--- config.mk ---
export PLATFORM = sky130hd
export DESIGN_NAME = multichannel_pid_controller_core
export DESIGN_NICKNAME = d
export VERILOG_FILES = /design/src/rtl/mpid_pkg.sv /design/src/rtl/mpid_cfg.sv /design/src/rtl/mpid_err_stage.sv /design/src/rtl/mpid_mult_stage.sv /design/src/rtl/mpid_out_stage.sv /design/src/rtl/multichannel_pid_controller_core.sv
export SDC_FILE = /design/constraint.sdc
export NUM_CORES = 2
export LEC_CHECK = 0
export BUFFER_PORTS_ARGS = -buffer_cell sky130_fd_sc_hd__buf_2
export CAP_MARGIN = 20
export CORE_AREA = 2 2 342 344
export CTS_BUF_LIST = sky130_fd_sc_hd__clkbuf_16
export CTS_CLUSTER_SIZE = 30
export DETAILED_ROUTE_END_ITERATION = 10
export DIE_AREA = 0 0 344 346
export PLACE_DENSITY_LB_ADDON = 0.3
export REMOVE_ABC_BUFFERS = 1
export SETUP_SLACK_MARGIN = 0.05
export SYNTH_ARGS = -nofsm -noshare
export SYNTH_HDL_FRONTEND = slang
export SYNTH_SLANG_ARGS = --single-unit
--- constraint.sdc ---
create_clock -name i_clk -period 11.9 [get_ports i_clk]
set_clock_uncertainty 0.2 [all_clocks]
set_input_delay 0.595 -clock i_clk [delete_from_list [all_inputs] [get_ports i_clk]]
set_output_delay 0.595 -clock i_clk [all_outputs]
set_load 0.02 [all_outputs]
--- src/rtl/mpid_pkg.sv ---
// Shared types, constants and register indexes for the multichannel PID controller.
`default_nettype none

package mpid_pkg;

    localparam int MPID_CHANNELS = 4;

    localparam int CH_W    = 2;
    localparam int VAL_W   = 16;
    localparam int GAIN_W  = 16;
    localparam int ERR_W   = 17;
    localparam int DIFF_W  = 18;
    localparam int SUM_W   = 32;
    localparam int DRV_W   = 32;
    localparam int REG_W   = 64;
    localparam int IDX_W   = 3;

    localparam int P_W     = GAIN_W + ERR_W;
    localparam int I_W     = GAIN_W + SUM_W;
    localparam int D_W     = GAIN_W + DIFF_W;
    localparam int ACC_W   = 50;
    localparam int FRAC_W  = 8;
    localparam int Q_W     = ACC_W - FRAC_W;

    localparam logic [IDX_W-1:0] REG_PROP_GAINS   = 3'd0;
    localparam logic [IDX_W-1:0] REG_INTEG_GAINS  = 3'd1;
    localparam logic [IDX_W-1:0] REG_DERIV_GAINS  = 3'd2;
    localparam logic [IDX_W-1:0] REG_INTEG_ENABLE = 3'd3;
    localparam logic [IDX_W-1:0] REG_DERIV_ENABLE = 3'd4;

    typedef struct packed {
        logic [REG_W-1:0] prop_gains;
        logic [REG_W-1:0] integ_gains;
        logic [REG_W-1:0] deriv_gains;
        logic             integ_enable;
        logic             deriv_enable;
    } t_cfg;

    typedef struct packed {
        logic [CH_W-1:0]   ch;
        logic [ERR_W-1:0]  err;
        logic [SUM_W-1:0]  sum;
        logic [DIFF_W-1:0] diff;
        logic [GAIN_W-1:0] kp;
        logic [GAIN_W-1:0] ki;
        logic [GAIN_W-1:0] kd;
    } t_err_data;

    typedef struct packed {
        logic [CH_W-1:0] ch;
        logic [P_W-1:0]  p_term;
        logic [I_W-1:0]  i_term;
        logic [D_W-1:0]  d_term;
    } t_prod_data;

endpackage

`default_nettype wire

--- src/rtl/mpid_cfg.sv ---
// Configuration register file: gains and term enables.
`default_nettype none

module mpid_cfg
    import mpid_pkg::*;
(
    input  wire logic             i_clk,
    input  wire logic             i_rst_n,
    input  wire logic             i_cfg_valid,
    output logic                  o_cfg_ready,
    input  wire logic [IDX_W-1:0] i_cfg_index,
    input  wire logic [REG_W-1:0] i_cfg_data,
    output t_cfg                  o_cfg
);

    t_cfg r_cfg;

    assign o_cfg_ready = 1'b1;
    assign o_cfg       = r_cfg;

    always_ff @(posedge i_clk) begin
        if (!i_rst_n) begin
            r_cfg <= '0;
        end else if (i_cfg_valid) begin
            unique case (i_cfg_index)
                REG_PROP_GAINS:   r_cfg.prop_gains   <= i_cfg_data;
                REG_INTEG_GAINS:  r_cfg.integ_gains  <= i_cfg_data;
                REG_DERIV_GAINS:  r_cfg.deriv_gains  <= i_cfg_data;
                REG_INTEG_ENABLE: r_cfg.integ_enable <= i_cfg_data[0];
                REG_DERIV_ENABLE: r_cfg.deriv_enable <= i_cfg_data[0];
                default: ;
            endcase
        end
    end

endmodule

`default_nettype wire

--- src/rtl/mpid_err_stage.sv ---
// Error stage: per-channel state, error, saturating sum, difference and gain select.
`default_nettype none

module mpid_err_stage
    import mpid_pkg::*;
#(
    parameter int CHANNELS = MPID_CHANNELS
)(
    input  wire logic             i_clk,
    input  wire logic             i_rst_n,
    input  wire logic             i_valid,
    output logic                  o_ready,
    input  wire logic [CH_W-1:0]  i_ch,
    input  wire logic [VAL_W-1:0] i_meas,
    input  wire logic [VAL_W-1:0] i_des,
    input  wire t_cfg             i_cfg,
    output logic                  o_valid,
    output t_err_data             o_data,
    input  wire logic             i_ready
);

    localparam int SI_W = (CHANNELS > 1) ? $clog2(CHANNELS) : 1;
    localparam logic [CH_W:0] CH_LIM = (CH_W + 1)'(CHANNELS);

    logic [SUM_W-1:0] r_sum  [CHANNELS];
    logic [ERR_W-1:0] r_last [CHANNELS];
    logic [CHANNELS-1:0] r_has;
    logic             r_valid;
    t_err_data        r_data;

    logic              ch_ok;
    logic [SI_W-1:0]   idx;
    logic [ERR_W-1:0]  err;
    logic [SUM_W-1:0]  cur_sum;
    logic [SUM_W:0]    sum_ext;
    logic [SUM_W-1:0]  n_sum;
    logic [ERR_W-1:0]  cur_last;
    logic              cur_has;
    logic [DIFF_W-1:0] diff;
    logic [5:0]        goff;
    logic              load;
    t_err_data         n_data;

    assign o_ready = !r_valid || i_ready;
    assign load    = i_valid && o_ready;
    assign o_valid = r_valid;
    assign o_data  = r_data;

    always_comb begin
        ch_ok    = {1'b0, i_ch} < CH_LIM;
        idx      = i_ch[SI_W-1:0];
        err      = {i_des[VAL_W-1], i_des} - {i_meas[VAL_W-1], i_meas};
        cur_sum  = ch_ok ? r_sum[idx] : '0;
        cur_last = ch_ok ? r_last[idx] : '0;
        cur_has  = ch_ok && r_has[idx];
        sum_ext  = {cur_sum[SUM_W-1], cur_sum} + {{(SUM_W + 1 - ERR_W){err[ERR_W-1]}}, err};
        if (sum_ext[SUM_W] != sum_ext[SUM_W-1]) begin
            n_sum = sum_ext[SUM_W] ? {1'b1, {(SUM_W - 1){1'b0}}} : {1'b0, {(SUM_W - 1){1'b1}}};
        end else begin
            n_sum = sum_ext[SUM_W-1:0];
        end
        diff = {err[ERR_W-1], err} - {cur_last[ERR_W-1], cur_last};
        goff = {i_ch, 4'b0000};

        n_data.ch   = i_ch;
        n_data.err  = err;
        n_data.sum  = n_sum;
        n_data.diff = diff;
        n_data.kp   = ch_ok ? i_cfg.prop_gains[goff +: GAIN_W] : '0;
        n_data.ki   = (ch_ok && i_cfg.integ_enable) ? i_cfg.integ_gains[goff +: GAIN_W] : '0;
        n_data.kd   = (cur_has && i_cfg.deriv_enable) ? i_cfg.deriv_gains[goff +: GAIN_W] : '0;
    end

    always_ff @(posedge i_clk) begin
        if (!i_rst_n) begin
            r_valid <= 1'b0;
            r_has   <= '0;
            for (int c = 0; c < CHANNELS; c++) begin
                r_sum[c]  <= '0;
                r_last[c] <= '0;
            end
        end else begin
            if (o_ready) begin
                r_valid <= i_valid;
            end
            if (load && ch_ok) begin
                if (i_cfg.integ_enable) begin
                    r_sum[idx] <= n_sum;
                end
                r_last[idx] <= err;
                r_has[idx]  <= 1'b1;
            end
        end
    end

    always_ff @(posedge i_clk) begin
        if (load) begin
            r_data <= n_data;
        end
    end

endmodule

`default_nettype wire

--- src/rtl/mpid_mult_stage.sv ---
// Product stage: the three gain multiplies, registered.
`default_nettype none

module mpid_mult_stage
    import mpid_pkg::*;
(
    input  wire logic      i_clk,
    input  wire logic      i_rst_n,
    input  wire logic      i_valid,
    output logic           o_ready,
    input  wire t_err_data i_data,
    output logic           o_valid,
    output t_prod_data     o_data,
    input  wire logic      i_ready
);

    logic        r_valid;
    t_prod_data  r_data;
    logic        load;

    logic signed [P_W-1:0] p_term;
    logic signed [I_W-1:0] i_term;
    logic signed [D_W-1:0] d_term;

    assign o_ready = !r_valid || i_ready;
    assign load    = i_valid && o_ready;
    assign o_valid = r_valid;
    assign o_data  = r_data;

    assign p_term = $signed(i_data.kp) * $signed(i_data.err);
    assign i_term = $signed(i_data.ki) * $signed(i_data.sum);
    assign d_term = $signed(i_data.kd) * $signed(i_data.diff);

    always_ff @(posedge i_clk) begin
        if (!i_rst_n) begin
            r_valid <= 1'b0;
        end else if (o_ready) begin
            r_valid <= i_valid;
        end
    end

    always_ff @(posedge i_clk) begin
        if (load) begin
            r_data.ch     <= i_data.ch;
            r_data.p_term <= p_term;
            r_data.i_term <= i_term;
            r_data.d_term <= d_term;
        end
    end

endmodule

`default_nettype wire

--- src/rtl/mpid_out_stage.sv ---
// Output stage: term sum, Q8.8 floor shift, 32-bit saturation and result register.
`default_nettype none

module mpid_out_stage
    import mpid_pkg::*;
(
    input  wire logic             i_clk,
    input  wire logic             i_rst_n,
    input  wire logic             i_valid,
    output logic                  o_ready,
    input  wire t_prod_data       i_data,
    output logic                  o_valid,
    output logic [CH_W-1:0]       o_ch,
    output logic [DRV_W-1:0]      o_drive,
    output logic                  o_sat,
    input  wire logic             i_ready
);

    logic             r_valid;
    logic [CH_W-1:0]  r_ch;
    logic [DRV_W-1:0] r_drive;
    logic             r_sat;
    logic             load;

    logic signed [ACC_W-1:0] acc;
    logic [Q_W-1:0]          q;
    logic                    sat;
    logic [DRV_W-1:0]        n_drive;

    assign o_ready = !r_valid || i_ready;
    assign load    = i_valid && o_ready;
    assign o_valid = r_valid;
    assign o_ch    = r_ch;
    assign o_drive = r_drive;
    assign o_sat   = r_sat;

    always_comb begin
        acc = $signed(i_data.p_term) + $signed(i_data.i_term) + $signed(i_data.d_term);
        q   = acc[ACC_W-1:FRAC_W];
        sat = !((&q[Q_W-1:DRV_W-1]) || !(|q[Q_W-1:DRV_W-1]));
        if (sat) begin
            n_drive = q[Q_W-1] ? {1'b1, {(DRV_W - 1){1'b0}}} : {1'b0, {(DRV_W - 1){1'b1}}};
        end else begin
            n_drive = q[DRV_W-1:0];
        end
    end

    always_ff @(posedge i_clk) begin
        if (!i_rst_n) begin
            r_valid <= 1'b0;
        end else if (o_ready) begin
            r_valid <= i_valid;
        end
    end

    always_ff @(posedge i_clk) begin
        if (load) begin
            r_ch    <= i_data.ch;
            r_drive <= n_drive;
            r_sat   <= sat;
        end
    end

endmodule

`default_nettype wire

--- src/rtl/multichannel_pid_controller_core.sv ---
// Path to the master side: input register, error stage, product stage, output stage.
// Throughput: one sample per cycle while i_m_tready is high, same channel or not; channel
// state is read and written in the error stage; each sample sees its predecessor's update.
// Every stage holds its result while the next one stalls and refills as soon as it drains.
// Reset (synchronous, active low) clears all gains, enables, channel state and valid flags.
`default_nettype none

module multichannel_pid_controller_core
    import mpid_pkg::*;
#(
    parameter int CHANNELS = MPID_CHANNELS
)(
    input  wire logic             i_clk,
    input  wire logic             i_rst_n,
    input  wire logic             i_s_tvalid,
    output logic                  o_s_tready,
    input  wire logic [31:0]      i_s_tdata,   // measured[15:0], desired[31:16]
    input  wire logic [CH_W-1:0]  i_s_tuser,   // channel[1:0]
    output logic                  o_m_tvalid,
    input  wire logic             i_m_tready,
    output logic [DRV_W-1:0]      o_m_tdata,   // drive[31:0]
    output logic [CH_W:0]         o_m_tuser,   // out_channel[1:0], saturated[2]
    input  wire logic             i_cfg_valid,
    output logic                  o_cfg_ready,
    input  wire logic [IDX_W-1:0] i_cfg_index,
    input  wire logic [REG_W-1:0] i_cfg_data
);

    t_cfg cfg;

    logic             r_in_valid;
    logic [CH_W-1:0]  r_in_ch;
    logic [VAL_W-1:0] r_in_meas;
    logic [VAL_W-1:0] r_in_des;

    logic       err_ready;
    logic       err_valid;
    t_err_data  err_data;
    logic       mult_ready;
    logic       mult_valid;
    t_prod_data mult_data;
    logic       out_ready;
    logic [CH_W-1:0]  out_ch;
    logic [DRV_W-1:0] out_drive;
    logic             out_sat;

    assign o_s_tready = !r_in_valid || err_ready;

    always_ff @(posedge i_clk) begin
        if (!i_rst_n) begin
            r_in_valid <= 1'b0;
        end else if (o_s_tready) begin
            r_in_valid <= i_s_tvalid;
        end
    end

    always_ff @(posedge i_clk) begin
        if (i_s_tvalid && o_s_tready) begin
            r_in_ch   <= i_s_tuser;
            r_in_meas <= i_s_tdata[VAL_W-1:0];
            r_in_des  <= i_s_tdata[2*VAL_W-1:VAL_W];
        end
    end

    mpid_cfg u_cfg (
        .i_clk       (i_clk),
        .i_rst_n     (i_rst_n),
        .i_cfg_valid (i_cfg_valid),
        .o_cfg_ready (o_cfg_ready),
        .i_cfg_index (i_cfg_index),
        .i_cfg_data  (i_cfg_data),
        .o_cfg       (cfg)
    );

    mpid_err_stage #(
        .CHANNELS (CHANNELS)
    ) u_err (
        .i_clk   (i_clk),
        .i_rst_n (i_rst_n),
        .i_valid (r_in_valid),
        .o_ready (err_ready),
        .i_ch    (r_in_ch),
        .i_meas  (r_in_meas),
        .i_des   (r_in_des),
        .i_cfg   (cfg),
        .o_valid (err_valid),
        .o_data  (err_data),
        .i_ready (mult_ready)
    );

    mpid_mult_stage u_mult (
        .i_clk   (i_clk),
        .i_rst_n (i_rst_n),
        .i_valid (err_valid),
        .o_ready (mult_ready),
        .i_data  (err_data),
        .o_valid (mult_valid),
        .o_data  (mult_data),
        .i_ready (out_ready)
    );

    mpid_out_stage u_out (
        .i_clk   (i_clk),
        .i_rst_n (i_rst_n),
        .i_valid (mult_valid),
        .o_ready (out_ready),
        .i_data  (mult_data),
        .o_valid (o_m_tvalid),
        .o_ch    (out_ch),
        .o_drive (out_drive),
        .o_sat   (out_sat),
        .i_ready (i_m_tready)
    );

    assign o_m_tdata = out_drive;
    assign o_m_tuser = {out_sat, out_ch};

    localparam logic [CH_W:0] CH_LIM = (CH_W + 1)'(CHANNELS);

    a_sat_at_limit: assert property (@(posedge i_clk) disable iff (!i_rst_n)
        o_m_tvalid && out_sat |->
            (out_drive == {1'b1, {(DRV_W - 1){1'b0}}}) ||
            (out_drive == {1'b0, {(DRV_W - 1){1'b1}}}))
        else $error("saturated result not at a range limit");

    a_bad_channel_zero: assert property (@(posedge i_clk) disable iff (!i_rst_n)
        o_m_tvalid && ({1'b0, out_ch} >= CH_LIM) |-> (out_drive == '0) && !out_sat)
        else $error("result for unused channel is not zero");

    a_empty_after_reset: assert property (@(posedge i_clk)
        i_rst_n && $past(!i_rst_n) |-> !o_m_tvalid && !err_valid && !mult_valid)
        else $error("pipeline holds data after reset");

    a_stall_means_full: assert property (@(posedge i_clk) disable iff (!i_rst_n)
        !o_s_tready |-> r_in_valid && err_valid && mult_valid && o_m_tvalid && !i_m_tready)
        else $error("input stalled while pipeline has room");

endmodule

`default_nettype wire
==> flow_summary_export.csv <==
group,metric,value,unit
synthesis,synth_edf_count,499,
grt,grt_remaining_overflow,0,
drt,drtAntennaViolNets,0,
die,die_x,344,µm
die,fp-row-count,125,
synthesis,postSynth.asyncResetShare,0,%
synthesis,synth_area_per_cell,10.1,µm²
run,drv_cap,0,
synthesis,synth_flop_cell,"edfxtp_1",
hold_path,hold_path_startpoint,"i_cfg_data[56]",
timing,fmax,0.131,GHz
synthesis,synth_commonest_cells,"inv_1 (1303), fa_1 (1102), nand2_1 (1097)",
hold_path,hold_path.class,"in2reg",
clock_network,post_cts_buffers,0,
timing,slew_viol_final,0,
placed_design,place.gp.congestion,0.959,
drt,routed_wl,177,mm
grt,met1_usage,41.4,%
clock_network,clkTransAtPathRegs,0.06,ns
drt,vias,50500,
grt,grt_usage,30.8,%
drt,first_pass_iters,5,
drt,drt-initial-drc-count,4284,
clock_network,cts_buffer_depth,3,
timing,period_needed,7.66,ns
timing,worstMarginPinSlew,1.06,ns
synthesis,synth.distinct_cells,94,
critical_path,crit-reg2reg-launch,"u_err.o_data[39]",
final_layout,syn_to_final_growth,7.36,%
timing,slew_headroom,29.2,%
timing,setup_viol_count_final,0,
synthesis,syn-instance-count,7142,
critical_path,reg2reg_depth,22,
grt,antenna_found_initial,18,
clock_network,htree_levels,3,
critical_path,critPathKind,"reg2reg",
hold_path,hold_depth,3,
grt,grt_pass1_vias,53600,
critical_path,worstSetupEndpointType,"flop",
drt,vias_per_cell,5.74,
placed_design,port_buffers,142,
drt,wire_per_inst,20.2,µm
timing,rsz0062_at_grt,"no",
synthesis,synth.most_common_cell,"inv_1",
synthesis,yosys_warnings,0,
timing,timing.final.crit_share,64.4,%
die,io_pins,144,
clock_network,tritoncts,"built",
final_layout,layout.nets,8799,
outcome,run_status,"finished, final reports clean",
grt,busiest_layer,"met2",
die,die_area,119000,µm²
critical_path,cp_data_required_time,12.06,ns
die,start_util,62.5,%
critical_path,startpoint,"u_err.o_data[39]",
drt,drc,0,
timing,setup_tns,0,ns
timing,finalHoldViolCount,0,
grt,grt_use_met2,49.7,%
die,die_h,346,µm
die,core,115000,µm²
synthesis,ys_seq_elements,703,
synthesis,synth_area_leaders,"fa_1 (31%), edfxtp_1 (21%), ha_1 (6.9%), inv_1 (6.8%), nand2_1 (5.7%)",
placed_design,place_hpwl,136,mm
clock_network,cts_num_sinks,703,
critical_path,arrival,7.82,ns
final_layout,drive_gt1_share,6.46,%
synthesis,yosys.area.top_type,"fa_1",
grt,grt_pass1_wl,286,mm
clock_network,cts_root_buffer,"clkbuf_16",
synthesis,syn-cell-area,72100,µm²
synthesis,synth_top_area_share,30.6,%
critical_path,cp_max_fo,17,
critical_path,start_kind,"flop",
grt,grt_max_degree,144,
clock_network,insertion_delay,0.69,ns
grt,met3_usage,6.37,%
synthesis,yosysSeqAreaShare,26.4,%
clock_network,cts_made_buffers,76,
[critical path: stages (launching register included)]
cell	delay, ns
edfxtp_1	0.90
nand2_1	0.18
fa_1	0.57
inv_1	0.05
fa_1	0.51
inv_1	0.06
fa_1	0.56
inv_1	0.07
fa_1	0.50
inv_1	0.05
fa_1	0.38
fa_1	0.51
inv_1	0.04
ha_1	0.23
a21o_1	0.20
a21o_1	0.17
a21o_1	0.20
a21o_1	0.19
a2111o_1	0.40
o221ai_1	0.32
o21ai_1	0.19
o41ai_1	0.47
xnor2_1	0.40
[cells in the final DEF (no fill, tap or decap), types with 39 or more instances in the layout]
cell	synthesis	routed
fa_1	1102	1102
dlygate4sd3_1	0	87
inv_1	1303	1328
a21oi_1	209	209
and2_1	441	440
mux4_2	98	98
nand3_1	39	39
buf_2	13	141
a21boi_0	209	208
xor2_1	55	55
and3_1	43	43
o21bai_1	40	40
edfxtp_1	499	499
dfxtp_1	204	202
xnor2_1	152	151
nor2_1	347	346
nand2_1	1097	1094
clkbuf_16	0	77
ha_1	397	397
nand2b_1	42	42
o21ai_0	83	82
a21o_1	95	95
buf_4	5	48
[area by class of cell]
type	count	area [µm²]
antenna	6	15.0
clock buffer	77	1930
clock inverter	64	542
fill	8747	38000
inverter	1305	4900
multi-input combinational	4826	47000
sequential	703	19100
tap	1524	1910
timing repair buffer	282	2080
[registers in the layout, indices dropped and copies added (netlist names), 2 cells and up, named ones only]
signal / cells
u_err.r_sum: 128
u_out.o_ch: 2
u_out.o_drive: 32
u_cfg.o_cfg: 194
r_in_ch: 2
r_in_meas: 16
u_mult.o_data: 117
u_err.o_data: 117
r_in_des: 16
u_err.r_last: 68
u_err.r_has: 4
[routing by layer]
| metal | vias to the layer above | part of all wire (%) |
|---|---|---|
| met1 | 25300 | 40 |
| met3 | 415 | 9.1 |
| met5 | - | 0.018 |
| met4 | 6 | 4.2 |
| li1 | 22600 | - |
| met2 | 2147 | 47 |
[through the flow]
stage                     util, %  hold slack, ns  worst slack, ns  instance area, µm²  cells
after CTS                    67.0        0.000491             4.31               77300   8777
after global placement       64.0           0.210             4.45               73900   8547
after floorplan                 -           0.200             1.47               70900   6834
final                        67.1          0.0173             4.24               77400   8787
after detailed placement     64.1           0.210             4.39               74000   8549
after global routing         67.0         0.00544             3.94               77400   8781
[path summary, 6_finish.rpt]
path / endpoint / slack (ns)
worst max register to register: u_mult.o_data[111] / 4.24
worst max-delay path: u_mult.o_data[111] / 4.24
worst min-delay path: u_cfg.o_cfg[122] / 0.02
worst min register to register: u_out.o_ch[1] / 0.22
[cell families after synthesis]
group           Yosys count  synth area share (%)
xor+xnor                207                  2.51
compound gates          832                  7.88
flops                   703                  26.4
simple gates           2162                  13.7
other cells               1               0.00520
mux                     109                  3.22
buf+inv                1613                  8.51
fa+ha+maj              1515                  37.7
[repair_timing]
action / 4_1_cts / 5_1_grt
resized for setup: 0 / 0
endpoints found under the hold margin: 156 / 0
hold buffers: 87 / 0
Power is left out: the tool's default activity adds up to more than one toggle a clock period on the data nets, which glitch-free logic cannot reach.
